**src/hw/rtl/gbn_pkg.sv**
```systemverilog
// Shared types and constants for the go-back-n sender window.
`timescale 1ns / 1ps
package gbn_pkg;

  localparam int WINDOW      = 10;
  localparam int SEQ_SPACE   = 25601;
  localparam int MAX_PAYLOAD = 512;

  localparam int SEQ_W = 15;
  localparam int LEN_W = 10;
  localparam int TMR_W = 16;
  localparam int ACT_W = 2;
  localparam int KND_W = 3;
  localparam int IDX_W = $clog2(WINDOW);
  localparam int CNT_W = $clog2(WINDOW + 1);

  // action codes on the input channel
  localparam logic [ACT_W-1:0] ACT_SEND = 2'd0;
  localparam logic [ACT_W-1:0] ACT_ACK  = 2'd1;
  localparam logic [ACT_W-1:0] ACT_TICK = 2'd2;

  // result kinds
  localparam logic [KND_W-1:0] KIND_SENT    = 3'd0;
  localparam logic [KND_W-1:0] KIND_RESENT  = 3'd1;
  localparam logic [KND_W-1:0] KIND_REFUSED = 3'd2;
  localparam logic [KND_W-1:0] KIND_ACKED   = 3'd3;
  localparam logic [KND_W-1:0] KIND_IGNORED = 3'd4;

  // register indexes
  localparam logic REG_FIRST_SEQ = 1'b0;
  localparam logic REG_TIMEOUT   = 1'b1;

  localparam logic [SEQ_W:0]   SEQ_SPACE_V = (SEQ_W + 1)'(SEQ_SPACE);
  localparam logic [LEN_W-1:0] MAX_LEN_V   = LEN_W'(MAX_PAYLOAD);
  localparam logic [IDX_W:0]   WINDOW_V    = (IDX_W + 1)'(WINDOW);
  localparam logic [CNT_W-1:0] WINDOW_CNT  = CNT_W'(WINDOW);

  typedef enum logic [1:0] {
    OP_SEND = 2'd0,
    OP_ACK  = 2'd1,
    OP_TICK = 2'd2
  } op_e;

  typedef struct packed {
    op_e              op;
    logic [LEN_W-1:0] len;
    logic [SEQ_W-1:0] ack;
  } cmd_t;

  typedef struct packed {
    logic [KND_W-1:0] kind;
    logic [SEQ_W-1:0] seq;
    logic [LEN_W-1:0] len;
    logic [CNT_W-1:0] cnt;
    logic             last;
  } res_t;

  // sum of two ring indexes, wrapping at the window size
  function automatic logic [IDX_W-1:0] idx_add(input logic [IDX_W-1:0] a,
                                               input logic [IDX_W-1:0] b);
    logic [IDX_W:0] s;
    s = {1'b0, a} + {1'b0, b};
    if (s >= WINDOW_V) s = s - WINDOW_V;
    return s[IDX_W-1:0];
  endfunction

endpackage

```
**src/hw/rtl/gbn_front.sv**
```systemverilog
// Front end: classifies input items, saturates lengths, drops unknown actions.
`timescale 1ns / 1ps
module gbn_front (
  input  logic                      in_valid_i,
  output logic                      in_ready_o,
  input  logic [1:0]                action_i,
  input  logic [9:0]                segment_length_i,
  input  logic [14:0]               ack_number_i,
  output logic                      push_o,
  output gbn_pkg::cmd_t             cmd_o,
  input  logic                      q_ready_i
);
  import gbn_pkg::*;

  logic known;

  assign in_ready_o = q_ready_i;

  always_comb begin
    known     = 1'b1;
    cmd_o.op  = OP_SEND;
    cmd_o.len = (segment_length_i > MAX_LEN_V) ? MAX_LEN_V : segment_length_i;
    cmd_o.ack = ack_number_i;
    case (action_i)
      ACT_SEND: cmd_o.op = OP_SEND;
      ACT_ACK:  cmd_o.op = OP_ACK;
      ACT_TICK: cmd_o.op = OP_TICK;
      default:  known = 1'b0;
    endcase
  end

  // unknown actions are taken and vanish
  assign push_o = in_valid_i && q_ready_i && known;

endmodule

```
**src/hw/rtl/gbn_queue.sv**
```systemverilog
// Two-entry command queue between front and back.
`timescale 1ns / 1ps
module gbn_queue (
  input  logic          clk_i,
  input  logic          rst_ni,
  input  logic          push_i,
  input  gbn_pkg::cmd_t cmd_i,
  output logic          ready_o,
  output logic          valid_o,
  output gbn_pkg::cmd_t cmd_o,
  input  logic          pop_i
);
  import gbn_pkg::*;

  cmd_t       mem_q [2];
  logic       wr_q, wr_d, rd_q, rd_d;
  logic [1:0] cnt_q, cnt_d;
  logic       do_push, do_pop;

  assign ready_o = (cnt_q != 2'd2);
  assign valid_o = (cnt_q != 2'd0);
  assign cmd_o   = mem_q[rd_q];
  assign do_push = push_i && ready_o;
  assign do_pop  = pop_i && valid_o;

  always_comb begin
    wr_d  = do_push ? ~wr_q : wr_q;
    rd_d  = do_pop ? ~rd_q : rd_q;
    cnt_d = cnt_q + {1'b0, do_push} - {1'b0, do_pop};
  end

  always_ff @(posedge clk_i or negedge rst_ni) begin
    if (!rst_ni) begin
      wr_q  <= 1'b0;
      rd_q  <= 1'b0;
      cnt_q <= 2'd0;
    end else begin
      wr_q  <= wr_d;
      rd_q  <= rd_d;
      cnt_q <= cnt_d;
    end
  end

  always_ff @(posedge clk_i) begin
    if (do_push) mem_q[wr_q] <= cmd_i;
  end

endmodule

```
**src/hw/rtl/gbn_back.sv**
```systemverilog
// Back end: window ring, retransmit timer, ack scan and resend sequencer.
`timescale 1ns / 1ps
module gbn_back (
  input  logic                 clk_i,
  input  logic                 rst_ni,
  input  logic                 cmd_valid_i,
  input  gbn_pkg::cmd_t        cmd_i,
  output logic                 cmd_pop_o,
  input  logic                 seq_load_i,
  input  logic [14:0]          first_seq_i,
  input  logic [15:0]          timeout_i,
  output logic                 res_valid_o,
  output gbn_pkg::res_t        res_o,
  input  logic                 res_ready_i
);
  import gbn_pkg::*;

  typedef enum logic [2:0] {
    ST_IDLE   = 3'b001,
    ST_SCAN   = 3'b010,
    ST_RESEND = 3'b100
  } state_e;

  state_e           state_q, state_d;
  logic [SEQ_W-1:0] seq_mem_q [WINDOW];
  logic [LEN_W-1:0] len_mem_q [WINDOW];
  logic [SEQ_W-1:0] end_mem_q [WINDOW];
  logic [IDX_W-1:0] oldest_q, oldest_d, slot_q, slot_d;
  logic [CNT_W-1:0] outst_q, outst_d, k_q, k_d;
  logic [SEQ_W-1:0] next_q, next_d, ack_q, ack_d;
  logic [TMR_W-1:0] timer_q, timer_d, reload, tdec;
  res_t             res_q, res_d;
  logic             res_valid_q, res_valid_d;
  logic             out_free, we;
  logic [IDX_W-1:0] wslot;
  logic [SEQ_W:0]   nsum, nwrap, fwrap;
  logic [CNT_W-1:0] k_inc;

  assign reload   = (timeout_i == '0) ? TMR_W'(1) : timeout_i;
  assign out_free = !res_valid_q || res_ready_i;
  assign wslot    = idx_add(oldest_q, outst_q[IDX_W-1:0]);
  assign nsum     = {1'b0, next_q} + (SEQ_W + 1)'(cmd_i.len);
  assign nwrap    = (nsum >= SEQ_SPACE_V) ? nsum - SEQ_SPACE_V : nsum;
  assign fwrap    = ({1'b0, first_seq_i} >= SEQ_SPACE_V) ?
                    {1'b0, first_seq_i} - SEQ_SPACE_V : {1'b0, first_seq_i};
  assign tdec     = timer_q - TMR_W'(1);
  assign k_inc    = k_q + CNT_W'(1);

  assign res_valid_o = res_valid_q;
  assign res_o       = res_q;

  always_comb begin
    state_d     = state_q;
    oldest_d    = oldest_q;
    outst_d     = outst_q;
    slot_d      = slot_q;
    k_d         = k_q;
    next_d      = next_q;
    ack_d       = ack_q;
    timer_d     = timer_q;
    res_d       = res_q;
    res_valid_d = res_valid_q && !res_ready_i;
    cmd_pop_o   = 1'b0;
    we          = 1'b0;
    if (seq_load_i) next_d = fwrap[SEQ_W-1:0];
    case (state_q)
      ST_IDLE: begin
        if (cmd_valid_i && out_free) begin
          cmd_pop_o = 1'b1;
          case (cmd_i.op)
            OP_SEND: begin
              res_valid_d = 1'b1;
              res_d.last  = 1'b1;
              if (outst_q >= WINDOW_CNT) begin
                res_d.kind = KIND_REFUSED;
                res_d.seq  = '0;
                res_d.len  = '0;
                res_d.cnt  = outst_q;
              end else begin
                we         = 1'b1;
                next_d     = nwrap[SEQ_W-1:0];
                outst_d    = outst_q + CNT_W'(1);
                timer_d    = reload;
                res_d.kind = KIND_SENT;
                res_d.seq  = next_q;
                res_d.len  = cmd_i.len;
                res_d.cnt  = outst_d;
              end
            end
            OP_ACK: begin
              if (outst_q == '0) begin
                res_valid_d = 1'b1;
                res_d.kind  = KIND_IGNORED;
                res_d.seq   = '0;
                res_d.len   = '0;
                res_d.cnt   = outst_q;
                res_d.last  = 1'b1;
              end else begin
                ack_d   = cmd_i.ack;
                k_d     = '0;
                slot_d  = oldest_q;
                state_d = ST_SCAN;
              end
            end
            OP_TICK: begin
              if (timer_q != '0) begin
                timer_d = tdec;
                if (tdec == '0 && outst_q != '0) begin
                  timer_d = reload;
                  k_d     = '0;
                  slot_d  = oldest_q;
                  state_d = ST_RESEND;
                end
              end
            end
            default: ;
          endcase
        end
      end
      ST_SCAN: begin
        // one segment end checked per cycle, oldest first; last may stall
        if (end_mem_q[slot_q] == ack_q) begin
          if (out_free) begin
            oldest_d    = idx_add(slot_q, IDX_W'(1));
            outst_d     = outst_q - k_inc;
            timer_d     = (outst_d == '0) ? '0 : reload;
            res_valid_d = 1'b1;
            res_d.kind  = KIND_ACKED;
            res_d.seq   = '0;
            res_d.len   = '0;
            res_d.cnt   = outst_d;
            res_d.last  = 1'b1;
            state_d     = ST_IDLE;
          end
        end else if (k_inc == outst_q) begin
          if (out_free) begin
            res_valid_d = 1'b1;
            res_d.kind  = KIND_IGNORED;
            res_d.seq   = '0;
            res_d.len   = '0;
            res_d.cnt   = outst_q;
            res_d.last  = 1'b1;
            state_d     = ST_IDLE;
          end
        end else begin
          k_d    = k_inc;
          slot_d = idx_add(slot_q, IDX_W'(1));
        end
      end
      ST_RESEND: begin
        if (out_free) begin
          res_valid_d = 1'b1;
          res_d.kind  = KIND_RESENT;
          res_d.seq   = seq_mem_q[slot_q];
          res_d.len   = len_mem_q[slot_q];
          res_d.cnt   = outst_q;
          res_d.last  = (k_inc == outst_q);
          k_d         = k_inc;
          slot_d      = idx_add(slot_q, IDX_W'(1));
          if (k_inc == outst_q) state_d = ST_IDLE;
        end
      end
      default: state_d = ST_IDLE;
    endcase
  end

  always_ff @(posedge clk_i or negedge rst_ni) begin
    if (!rst_ni) begin
      state_q     <= ST_IDLE;
      oldest_q    <= '0;
      outst_q     <= '0;
      slot_q      <= '0;
      k_q         <= '0;
      next_q      <= '0;
      timer_q     <= '0;
      res_valid_q <= 1'b0;
    end else begin
      state_q     <= state_d;
      oldest_q    <= oldest_d;
      outst_q     <= outst_d;
      slot_q      <= slot_d;
      k_q         <= k_d;
      next_q      <= next_d;
      timer_q     <= timer_d;
      res_valid_q <= res_valid_d;
    end
  end

  always_ff @(posedge clk_i) begin
    ack_q <= ack_d;
    res_q <= res_d;
    if (we) begin
      seq_mem_q[wslot] <= next_q;
      len_mem_q[wslot] <= cmd_i.len;
      end_mem_q[wslot] <= nwrap[SEQ_W-1:0];
    end
  end

endmodule

```
**src/hw/rtl/go_back_n_sender_window.sv**
```systemverilog
// Top level of the go-back-n sender window: config registers and wiring.
//
//  channel | direction | handshake               | payload
//  --------+-----------+-------------------------+----------------------------------
//  in      | input     | in_valid_i / in_ready_o | action, segment_length, ack_number
//  out     | output    | out_valid_o/out_ready_i | kind, sequence_number, length_out,
//          |           |                         | unacked_count, last
//  cfg     | input     | psel/penable/pwrite     | paddr, pwdata, prdata
//
// A send or a refused send gives its registered result in the cycle after the back end pops it.
// An ack walks the stored segment ends one per cycle, oldest first, and holds on its
// final compare until the output is free; with nothing outstanding it gets an ignored result.
// A timeout resend run gives one item per cycle while the output is free, one per outstanding segment.
// Reset (rst_ni, async low) empties the window and stops the timer; no clear pass.
// The two-entry queue keeps taking items until full while the back end waits on out_ready_i.
`timescale 1ns / 1ps
module go_back_n_sender_window (
  input  logic        clk_i,
  input  logic        rst_ni,
  input  logic        in_valid_i,
  output logic        in_ready_o,
  input  logic [1:0]  action_i,
  input  logic [9:0]  segment_length_i,
  input  logic [14:0] ack_number_i,
  output logic        out_valid_o,
  input  logic        out_ready_i,
  output logic [2:0]  kind_o,
  output logic [14:0] sequence_number_o,
  output logic [9:0]  length_out_o,
  output logic [3:0]  unacked_count_o,
  output logic        last_o,
  input  logic        psel,
  input  logic        penable,
  input  logic        pwrite,
  input  logic [2:0]  paddr,
  input  logic [31:0] pwdata,
  output logic [31:0] prdata,
  output logic        pready
);
  import gbn_pkg::*;

  logic [SEQ_W-1:0] first_seq_q;
  logic [TMR_W-1:0] timeout_q;
  logic             cfg_we, seq_load;
  logic             push, q_ready, q_valid, pop;
  cmd_t             cmd_in, cmd_q;
  res_t             res;

  assign pready   = 1'b1;
  assign cfg_we   = psel && penable && pwrite;
  // writing the first sequence also reloads the next sequence number
  assign seq_load = cfg_we && (paddr[2] == REG_FIRST_SEQ);

  always_ff @(posedge clk_i or negedge rst_ni) begin
    if (!rst_ni) begin
      first_seq_q <= '0;
      timeout_q   <= TMR_W'(500);
    end else if (cfg_we) begin
      if (paddr[2] == REG_FIRST_SEQ) first_seq_q <= pwdata[SEQ_W-1:0];
      else                           timeout_q   <= pwdata[TMR_W-1:0];
    end
  end

  always_comb begin
    if (paddr[2] == REG_TIMEOUT) prdata = {16'd0, timeout_q};
    else                         prdata = {17'd0, first_seq_q};
  end

  gbn_front u_front (
    .in_valid_i       (in_valid_i),
    .in_ready_o       (in_ready_o),
    .action_i         (action_i),
    .segment_length_i (segment_length_i),
    .ack_number_i     (ack_number_i),
    .push_o           (push),
    .cmd_o            (cmd_in),
    .q_ready_i        (q_ready)
  );

  gbn_queue u_queue (
    .clk_i   (clk_i),
    .rst_ni  (rst_ni),
    .push_i  (push),
    .cmd_i   (cmd_in),
    .ready_o (q_ready),
    .valid_o (q_valid),
    .cmd_o   (cmd_q),
    .pop_i   (pop)
  );

  gbn_back u_back (
    .clk_i       (clk_i),
    .rst_ni      (rst_ni),
    .cmd_valid_i (q_valid),
    .cmd_i       (cmd_q),
    .cmd_pop_o   (pop),
    .seq_load_i  (seq_load),
    .first_seq_i (pwdata[SEQ_W-1:0]),
    .timeout_i   (timeout_q),
    .res_valid_o (out_valid_o),
    .res_o       (res),
    .res_ready_i (out_ready_i)
  );

  assign kind_o            = res.kind;
  assign sequence_number_o = res.seq;
  assign length_out_o      = res.len;
  assign unacked_count_o   = res.cnt;
  assign last_o            = res.last;

endmodule
```
**config.mk**
```make
export PLATFORM = sky130hd
export DESIGN_NAME = go_back_n_sender_window
export DESIGN_NICKNAME = d
export VERILOG_FILES = /design/src/hw/rtl/gbn_pkg.sv /design/src/hw/rtl/gbn_front.sv /design/src/hw/rtl/gbn_queue.sv /design/src/hw/rtl/gbn_back.sv /design/src/hw/rtl/go_back_n_sender_window.sv
export SDC_FILE = /design/constraint.sdc
export NUM_CORES = 1
export LEC_CHECK = 0
export ABC_AREA = 1
export BUFFER_PORTS_ARGS = -buffer_cell sky130_fd_sc_hd__buf_2
export CELL_PAD_IN_SITES_DETAIL_PLACEMENT = 0
export CELL_PAD_IN_SITES_GLOBAL_PLACEMENT = 1
export CORE_MARGIN = 2
export CORE_UTILIZATION = 42
export CTS_CLUSTER_DIAMETER = 40
export DETAILED_ROUTE_END_ITERATION = 8
export PLACE_DENSITY = 0.7
export SLEW_MARGIN = 20
export SYNTH_ARGS = -nofsm -noshare
export SYNTH_HDL_FRONTEND = slang
export SYNTH_HIERARCHICAL = 1
export SYNTH_SLANG_ARGS = --single-unit
```
**constraint.sdc**
```tcl
create_clock -name clk_i -period 12.9 [get_ports clk_i]
set_clock_uncertainty 0.15 [all_clocks]
set_input_delay 2.58 -clock clk_i [delete_from_list [all_inputs] [get_ports clk_i]]
set_output_delay 2.58 -clock clk_i [all_outputs]
set_load 0.01 [all_outputs]
```
==> results_dict.tcl, run 1 <==
set metrics [dict create \
    hp-start "first_seq_q[1]" \
    antenna_cells 0 \
    synthFlopType "edfxtp_1" \
    port_buffers 101 \
    vias 20200 \
    layout_common_cells "nand2_1, edfxtp_1, nand3_1" \
    crit_start "paddr[2]" \
    comb_power_share_pct 38.8 \
    grt_pass1_vias 19100 \
    max_freq_mhz 151 \
    setup_viol 0 \
    cap_violations 0 \
    antenna_found_initial 0 \
    internal_power_mw 5.20 \
    peakVddDrop_v 0.000159 \
    syn-cell-area_um2 27800 \
    slowest_stage "buf_2" \
    hold_slack_ns 0.323 \
    final_common_cell "nand2_1" \
    die_area_um2 68200 \
    yosys_warnings 6 \
    boundaryPins 137 \
    nFillCells 5974 \
    finalCriticalPeriod_ns 6.64 \
    status "completed" \
    worstPathRequired_ns 10.17 \
    worst_ep_arrival_time_ns 3.91 \
    final_max_slew_viol_count 0 \
    cts.clk_slew.worst_paths_ns 0.05 \
    clk_latency_ns 0.63 \
    drive_gt1_share_pct 12.5 \
    rsz0062_at_grt "false" \
    overflow 0 \
    dr.pass1.iters 7 \
    p_per_area_nw_per_um2 279 \
    ys_ff_latch 588 \
    r2r_setup_slack_ns 7.39 \
    syn_area_per_cell_um2 9.88 \
    worst-path-buf-inv 3 \
    p_leak_nw 13.2 \
    critPathKind "primary input to output pin" \
    ys_seq_area_share_pct 62.0 \
    drc 0 \
    ys_top_cells_by_area "edfxtp_1, nand2_1, dfrtp_1" \
    num_rows 94 \
    grt_use_total_pct 22.6 \
    post-route-period-util_pct 51.5 \
    critical_path.cell_chain "buf_2 > inv_2 > nand2_1 > nand2_1 > buf_2" \
    die_w_um 261 \
    cts_setup_buffers 0 \
    worst_slew_pin_slew_ns 1.08 \
    clock-sinks 588 \
    cts_tree "built" \
    initial_core_util_pct 42.3 \
    core_area_um2 65600 \
    viasPerCell 5.29 \
    worst_slew_margin_rel_pct 27.4 \
    startpoint_type "primary input" \
    crit_family "buffers and inverters" \
    ant_nets 0 \
    seqPwrFrac_pct 34.7 \
    synth.distinct_cells 53 \
    cts_buffers 86 \
    die_y_um 261 \
    synth_top_area_share_pct 54.2 \
    wl_um 77100 \
    gp_congestion 0.864 \
    final_nets 2993 \
    hold_path_class "flop to flop" \
    timing.setup.tns_ns 0 \
    dp_hpwl_um 46500 \
    p_sw_share_pct 41.4 \
    root_buffer "clkbuf_16" \
    yosys.area.top_type "edfxtp_1" \
    post_cts_resized 0 \
    cts_htree_levels 3 \
    synth_edf_count 502 \
    netSwitchingPower_mw 3.68 \
    clkPwrFrac_pct 26.5 \
    path_max_fanout 34 \
    async_flop_share_pct 14.6 \
    syn_inst 2812 \
    drt_iter0_drc 1592 \
    cpPeakStageDelay_ns 0.50 \
    syn2layout_area_growth_pct 14.5 \
    finalHoldViolations 0 \
    routedWlPerCell_um 20.2 \
    grt_pass1_wl_um 115000 \
    hold_buffers 0 \
    clk_path_buf_depth 3 \
    grt_max_degree 100 \
    timing.rr.start "u_queue/rd_q" \
    setup.worst_path.end_class "output pin" \
]
[power by group through the flow]
stage          clock (mW)  combinational (mW)  sequential (mW)
3_5_place_dp            0                3.40             3.12
6_report             2.35                3.44             3.08
5_1_grt              2.47                3.84             3.12
3_3_place_gp            0                3.35             3.11
2_1_floorplan           0                2.33             3.03
4_1_cts              2.38                3.42             3.09
[metrics by stage]
stage          cell area, µm²  power, mW  instances  worst slack, ns  utilization, %
5_1_grt                 31800       9.43       3822             6.16            48.5
6_report                31800       8.87       3822             6.26            48.5
4_1_cts                 31800       8.89       3821             6.26            48.5
3_5_place_dp            28900       6.53       3662             6.27            44.0
3_3_place_gp            28900       6.46       3662             6.25            44.0
2_1_floorplan           27800       5.36       2827             6.99               -
[routing by layer]
metal	global-route usage [%]	routed length [µm]	up-vias
met5	0	0	-
met4	8.16	2210	0
met3	3.70	4720	126
met2	37.4	37200	598
met1	30.2	33000	9788
li1	-	-	9710
[final cells by class]
class / count / area [µm²] / area share [%]
clock inverter: 64 / 713 / 2.24
sequential: 588 / 17200 / 54.2
tap: 864 / 1080 / 3.40
clock buffer: 95 / 2220 / 6.96
inverter: 256 / 963 / 3.03
multi-input combinational: 1824 / 8860 / 27.8
timing repair buffer: 131 / 746 / 2.34
[cell usage after synthesis (3+ instances only)]
cell type and number:
dfrtp_1 79, a221oi_1 15, dfstp_2 7, ha_1 34, a31o_2 14, xnor2_1 6
nand2_1 810, buf_2 31, nor3_2 4, inv_2 6, nand3b_1 8, nor3_1 9
nor2_2 8, inv_1 249, o22ai_1 52, edfxtp_1 502, buf_6 8, nand3_1 271
nand4_1 21, o21ai_1 11, o221ai_1 3, fa_1 3, buf_4 51, o21ai_0 152
a221o_1 10, clkbuf_1 64, o211ai_1 12, a21oi_1 80, nor4_1 4, buf_1 5
or2_2 16, nor2_1 206, nand2_2 4, xor2_1 27, or2_1 3, o31ai_1 3
[worst min-delay path, cell delays in order, from the launching register on]
cell	delay, ns
dfrtp_1	0.34
nand2_1	0.05
nand2_1	0.05
[state kept, by name, indices dropped and copies added, names as in the netlist]
name                flops
u_back/res_valid_o      1
u_back/end_mem_q      150
u_back/slot_q           4
u_queue/wr_q            1
u_queue/cnt_q           2
timeout_q              16
u_back/res_o           33
u_back/seq_mem_q      150
u_back/timer_q         16
u_back/k_q              4
u_back/next_q          15
u_back/ack_q           15
u_queue/rd_q            1
u_back/state_q          3
u_back/len_mem_q      100
u_back/oldest_q         4
u_queue/mem_q          54
first_seq_q            15
u_back/outst_q          4
[path summary, 6_finish.rpt]
check,end,cells past startpoint
hold reg to reg,first_seq_q[1],2
max in group asynchronous,u_back/slot_q[0],2
setup / recovery,prdata[3],5
min in group asynchronous,u_back/timer_q[9],1
setup reg to reg,u_back/next_q[5],22
hold / removal,first_seq_q[1],2
[cells by family after synthesis]
family	share of synthesized area [%]
simple gates	20.9
flops	62.0
buf+inv	6.65
compound gates	7.59
fa+ha+maj	1.75
xor+xnor	1.04
other cells	0.0270
No activity file was read; power rests on OpenSTA's default activity.
==> run 2: changes to the inputs <==
Settings changed: PLACE_DENSITY 0.7 to 0.72.
Clock period 12.9 ns to 5.5 ns, I/O delays scaled along.
==> run 2 against run 1 <==
Compared with the run above: core utilization is 0.21 points higher; total power is 140% higher; via count is 0.38% higher; final area is 0.43% higher; die area stayed put; clock power is 130% higher; combinational power is 140% higher; non-clock buffer count is 7 higher; sequential power is 130% higher; sequential share of layout area is 0.23 points lower; global-route usage is 0.28 points lower; sequential cell count stayed put; largest power group unchanged.
==> results_dict.tcl, run 2 (synthesis results as in run 1) <==
set metrics [dict create \
    post_cts_resized 0 \
    wl_um 76500 \
    num_rows 94 \
    ant_nets 0 \
    grt_pass1_wl_um 115000 \
    ff2ff_path_depth 19 \
    antenna_cells 0 \
    worst_ep_arrival_time_ns 5.00 \
    rsz0062_at_grt "false" \
    p_leak_nw 13.3 \
    nFillCells 5982 \
    dr.pass1.iters 6 \
    final_nets 3000 \
    viasPerCell 5.30 \
    fin_cells 3828 \
    hp-start "first_seq_q[3]" \
    antenna_found_initial 0 \
    post-route-period-util_pct 87.2 \
    cts_htree_levels 3 \
    worstPathRequired_ns 5.70 \
    worst_slew_pin_slew_ns 1.16 \
    r2r-end "u_back/end_mem_q[4][6]" \
    clk_latency_ns 0.63 \
    drc 0 \
    grt_max_degree 88 \
    finalCriticalPeriod_ns 4.80 \
    path_max_fanout 28 \
    cts.clk_slew.worst_paths_ns 0.06 \
    cap_violations 0 \
    cts_buffers 86 \
    largestRegisters "u_back/end_mem_q x150, u_back/seq_mem_q x150, u_back/len_mem_q x100" \
    hold_buffers 0 \
    vias 20300 \
    numPlacedInstances 3670 \
    timing.setup.tns_ns 0 \
    startpoint_type "flop" \
    clk_path_buf_depth 3 \
    setup_viol 0 \
    clock-sinks 588 \
    hold_path_class "flop to flop" \
    die_y_um 261 \
    final_common_cell "nand2_1" \
    cts_setup_buffers 0 \
    syn2layout_area_growth_pct 15.0 \
    p_per_area_nw_per_um2 653 \
    holdPathStages 2 \
    drt_iter0_drc 1546 \
    max_freq_mhz 208 \
    cts_tree "built" \
    final_max_slew_viol_count 0 \
    setup.worst_path.end_class "flop" \
    gp_congestion 0.873 \
    timing.rr.start "u_queue/rd_q" \
    die_w_um 261 \
    critPathKind "flop to flop" \
    min_to "first_seq_q[3]" \
    drive_gt1_share_pct 12.4 \
    finalHoldViolations 0 \
    port_buffers 101 \
    worst_slew_margin_rel_pct 22.5 \
    initial_core_util_pct 42.3 \
    die_area_um2 68200 \
    status "completed" \
    grt_pass1_vias 19600 \
    overflow 0 \
    hold_slack_ns 0.323 \
    boundaryPins 137 \
    peakVddDrop_v 0.000401 \
    grt_use_total_pct 22.3 \
    root_buffer "clkbuf_16" \
    r2r_setup_slack_ns 0.70 \
    layout_common_cells "nand2_1, edfxtp_1, nand3_1" \
    dp_hpwl_um 46200 \
    routedWlPerCell_um 20.0 \
    core_area_um2 65600 \
]
run 2: final cells by class:
class                           instances  area (µm²)  area share [%]
Tap cell                              864        1080            3.38
Timing Repair Buffer                  138         873            2.73
Clock buffer                           95        2210            6.91
Clock inverter                         63         728            2.28
Sequential cell                       588       17200            53.9
Multi-Input combinational cell       1824        8860            27.7
Inverter                              256         963            3.01
run 2: worst max-delay path, stage by stage (launching register included):
cell	delay, ns
dfrtp_1	0.39
inv_2	0.39
nand2_1	0.09
nand2_1	0.44
ha_1	0.29
fa_1	0.23
nand3_1	0.09
nand2_1	0.18
nand2_1	0.10
nand2_1	0.12
nand2_1	0.07
nand2_1	0.10
inv_1	0.06
nand2_1	0.05
nand2_1	0.11
nor2_1	0.21
nand4_2	0.44
nand2_2	0.44
nand2_1	0.11
nand2_1	0.43
run 2: layer usage:
metal  global-route usage (%)  routed length [µm]
met1                     29.7               32900
met2                     36.7               36400
met3                     3.85                4770
met4                     8.57                2380
met5                        0                   0
run 2: through the flow:
step	cell area, µm²	setup WS (ns)	utilization [%]	power, mW
CTS	32000	0.812	48.7	20.9
global route	32000	0.324	48.7	22.1
floorplan	27800	0.971	-	12.6
finish	32000	0.702	48.7	20.9
detailed placement	29000	0.852	44.2	15.4
global placement	29000	0.906	44.2	15.2
run 2: power breakdown:
part           switching [mW]  total, mW  internal [mW]
Sequential              0.537       7.19           6.65
Combinational            6.01       8.18           2.17
Clock                    2.12       5.51           3.39
Total                    8.67       20.9           12.2
run 2: how the worst max path moves through the flow:
| stage | cells past startpoint | end | from |
|---|---|---|---|
| after floorplan | 13 | u_back/end_mem_q[4][0] | u_back/outst_q[0] |
| after global placement | 16 | u_back/end_mem_q[2][6] | u_queue/rd_q |
| after detailed placement | 16 | u_back/end_mem_q[9][0] | u_queue/rd_q |
| after CTS | 16 | u_back/end_mem_q[6][0] | u_queue/rd_q |
| after global routing | 16 | u_back/end_mem_q[6][11] | u_queue/rd_q |
| final | 19 | u_back/end_mem_q[4][6] | u_queue/rd_q |
==> run 3: changes to the inputs <==
Settings changed: PLACE_DENSITY 0.72 to 0.7.
Clock period 5.5 ns to 6.1 ns, I/O delays scaled along.
==> run 3 against run 2 <==
Compared with the run above: largest cell class unchanged; global-route usage up 0.62 points; cell count grew 0.47%; critical path type unchanged; sequential share of layout area down 0.64 points; first-iteration DRC count up 4.0%.
==> results_dict.tcl, run 3 (synthesis results as in run 1) <==
set metrics [dict create \
    overflow 0 \
    core_area_um2 65600 \
    path_max_fanout 28 \
    cts_tree "built" \
    design_area_um2 32300 \
    r2r_setup_slack_ns 0.72 \
    antenna_found_initial 1 \
    num_rows 94 \
    initial_core_util_pct 42.3 \
    grt_use_total_pct 23.0 \
    cts_htree_levels 3 \
    grt_pass1_wl_um 118000 \
    layout_common_cells "nand2_1, edfxtp_1, nand3_1" \
    port_buffers 101 \
    setup.worst_path.end_class "flop" \
    dr.pass1.iters 5 \
    die_w_um 261 \
    holdPathStages 2 \
    max_freq_mhz 186 \
    hp-start "first_seq_q[10]" \
    drc 0 \
    cap_violations 0 \
    drive_gt1_share_pct 13.2 \
    setup_viol 0 \
    largestRegisters "u_back/end_mem_q x150, u_back/seq_mem_q x150, u_back/len_mem_q x100" \
    hold_buffers 0 \
    vias 20400 \
    cts_buffers 93 \
    routedWlPerCell_um 20.3 \
    hold_path_class "flop to flop" \
    final_nets 3008 \
    root_buffer "clkbuf_16" \
    worst_slew_pin_slew_ns 1.04 \
    hold_slack_ns 0.321 \
    viasPerCell 5.31 \
    worst_slack_ns 0.723 \
    status "completed" \
    p_leak_nw 13.5 \
    min_to "first_seq_q[10]" \
    rsz0062_at_grt "false" \
    timing.setup.tns_ns 0 \
    gp_congestion 0.885 \
    ff2ff_path_depth 19 \
    boundaryPins 137 \
    grt_max_degree 165 \
    grt_pass1_vias 19700 \
    worstPathRequired_ns 6.16 \
    post-route-period-util_pct 88.1 \
    drt_iter0_drc 1608 \
    final_common_cell "nand2_1" \
    wl_um 78000 \
    post_cts_resized 0 \
    final_max_slew_viol_count 0 \
    r2r-end "u_back/end_mem_q[7][7]" \
    die_area_um2 68200 \
    clk_path_buf_depth 3 \
    p_per_area_nw_per_um2 599 \
    worst_ep_arrival_time_ns 5.44 \
    peakVddDrop_v 0.000336 \
    finalHoldViolations 0 \
    timing.rr.start "u_queue/rd_q" \
    dp_hpwl_um 47900 \
    finalCriticalPeriod_ns 5.38 \
    placed_cell_area_um2 29000 \
    worst_slew_margin_rel_pct 30.2 \
    die_y_um 261 \
    critPathKind "flop to flop" \
    pre_cts_slack_ns 0.779 \
    ant_nets 0 \
    clk_latency_ns 0.64 \
    syn2layout_area_growth_pct 16.4 \
    clock-sinks 588 \
    antenna_cells 0 \
    startpoint_type "flop" \
    cts.clk_slew.worst_paths_ns 0.05 \
    cts_setup_buffers 0 \
]
==> run 3: worst max path at each step <==
stage	from	to	slack [ns]
finish	u_queue/rd_q	u_back/end_mem_q[7][7]	0.72
detailed placement	u_queue/rd_q	u_back/end_mem_q[7][7]	0.78
CTS	u_queue/rd_q	u_back/end_mem_q[4][7]	0.78
floorplan	u_back/outst_q[0]	u_back/end_mem_q[4][0]	1.57
global route	u_queue/rd_q	u_back/end_mem_q[7][7]	0.37
global placement	u_queue/rd_q	u_back/end_mem_q[4][7]	0.85
==> run 3: stage by stage <==
step / cells / power (mW) / utilization [%]
finish: 3846 / 19.4 / 49.3
global route: 3846 / 20.6 / 49.3
CTS: 3846 / 19.5 / 49.3
detailed placement: 3671 / 13.9 / 44.2
global placement: 3671 / 13.7 / 44.2
floorplan: 2827 / 11.3 / -
==> run 3: worst max-delay path, stage by stage, from the launching register on <==
cell and delay, ns:
dfrtp_1 0.64, inv_2 0.36, nand2_1 0.13, nand2_1 0.38
ha_1 0.42, fa_1 0.42, nand3_1 0.10, nand2_1 0.12
nand2_1 0.11, nand2_1 0.11, nand2_1 0.08, nand2_1 0.08
nand2_1 0.07, nand2_1 0.14, nand2_1 0.10, nand2_1 0.07
a21oi_2 0.60, nand2_2 0.35, nand2_1 0.13, nand2_1 0.38
==> run 3: layer usage <==
layer | share of wire, % | vias up | wire, µm | global-route usage, %
met4 | 3.1 | 0 | 2420 | 9.03
met1 | 44 | 9975 | 34200 | 31.3
met2 | 47 | 589 | 36800 | 36.9
li1 | - | 9740 | - | -
met3 | 5.9 | 132 | 4620 | 3.79
met5 | 0 | - | 0 | 0
==> run 3: power by group <==
group          switching (mW)  internal [mW]  leakage [nW]
sequential              0.518           6.00          5.63
combinational            5.39           1.93          6.22
clock                    2.03           3.50          1.62
total                    7.93           11.4          13.5
==> run 3: cell type report <==
class | count | area, µm²
fillers | 6033 | 33300
flip-flops and latches | 588 | 17200
multi-input cells | 1824 | 8860
clock buffers | 99 | 2410
well taps | 864 | 1080
inverters | 256 | 963
clock inverters | 76 | 902
repair buffers | 139 | 881
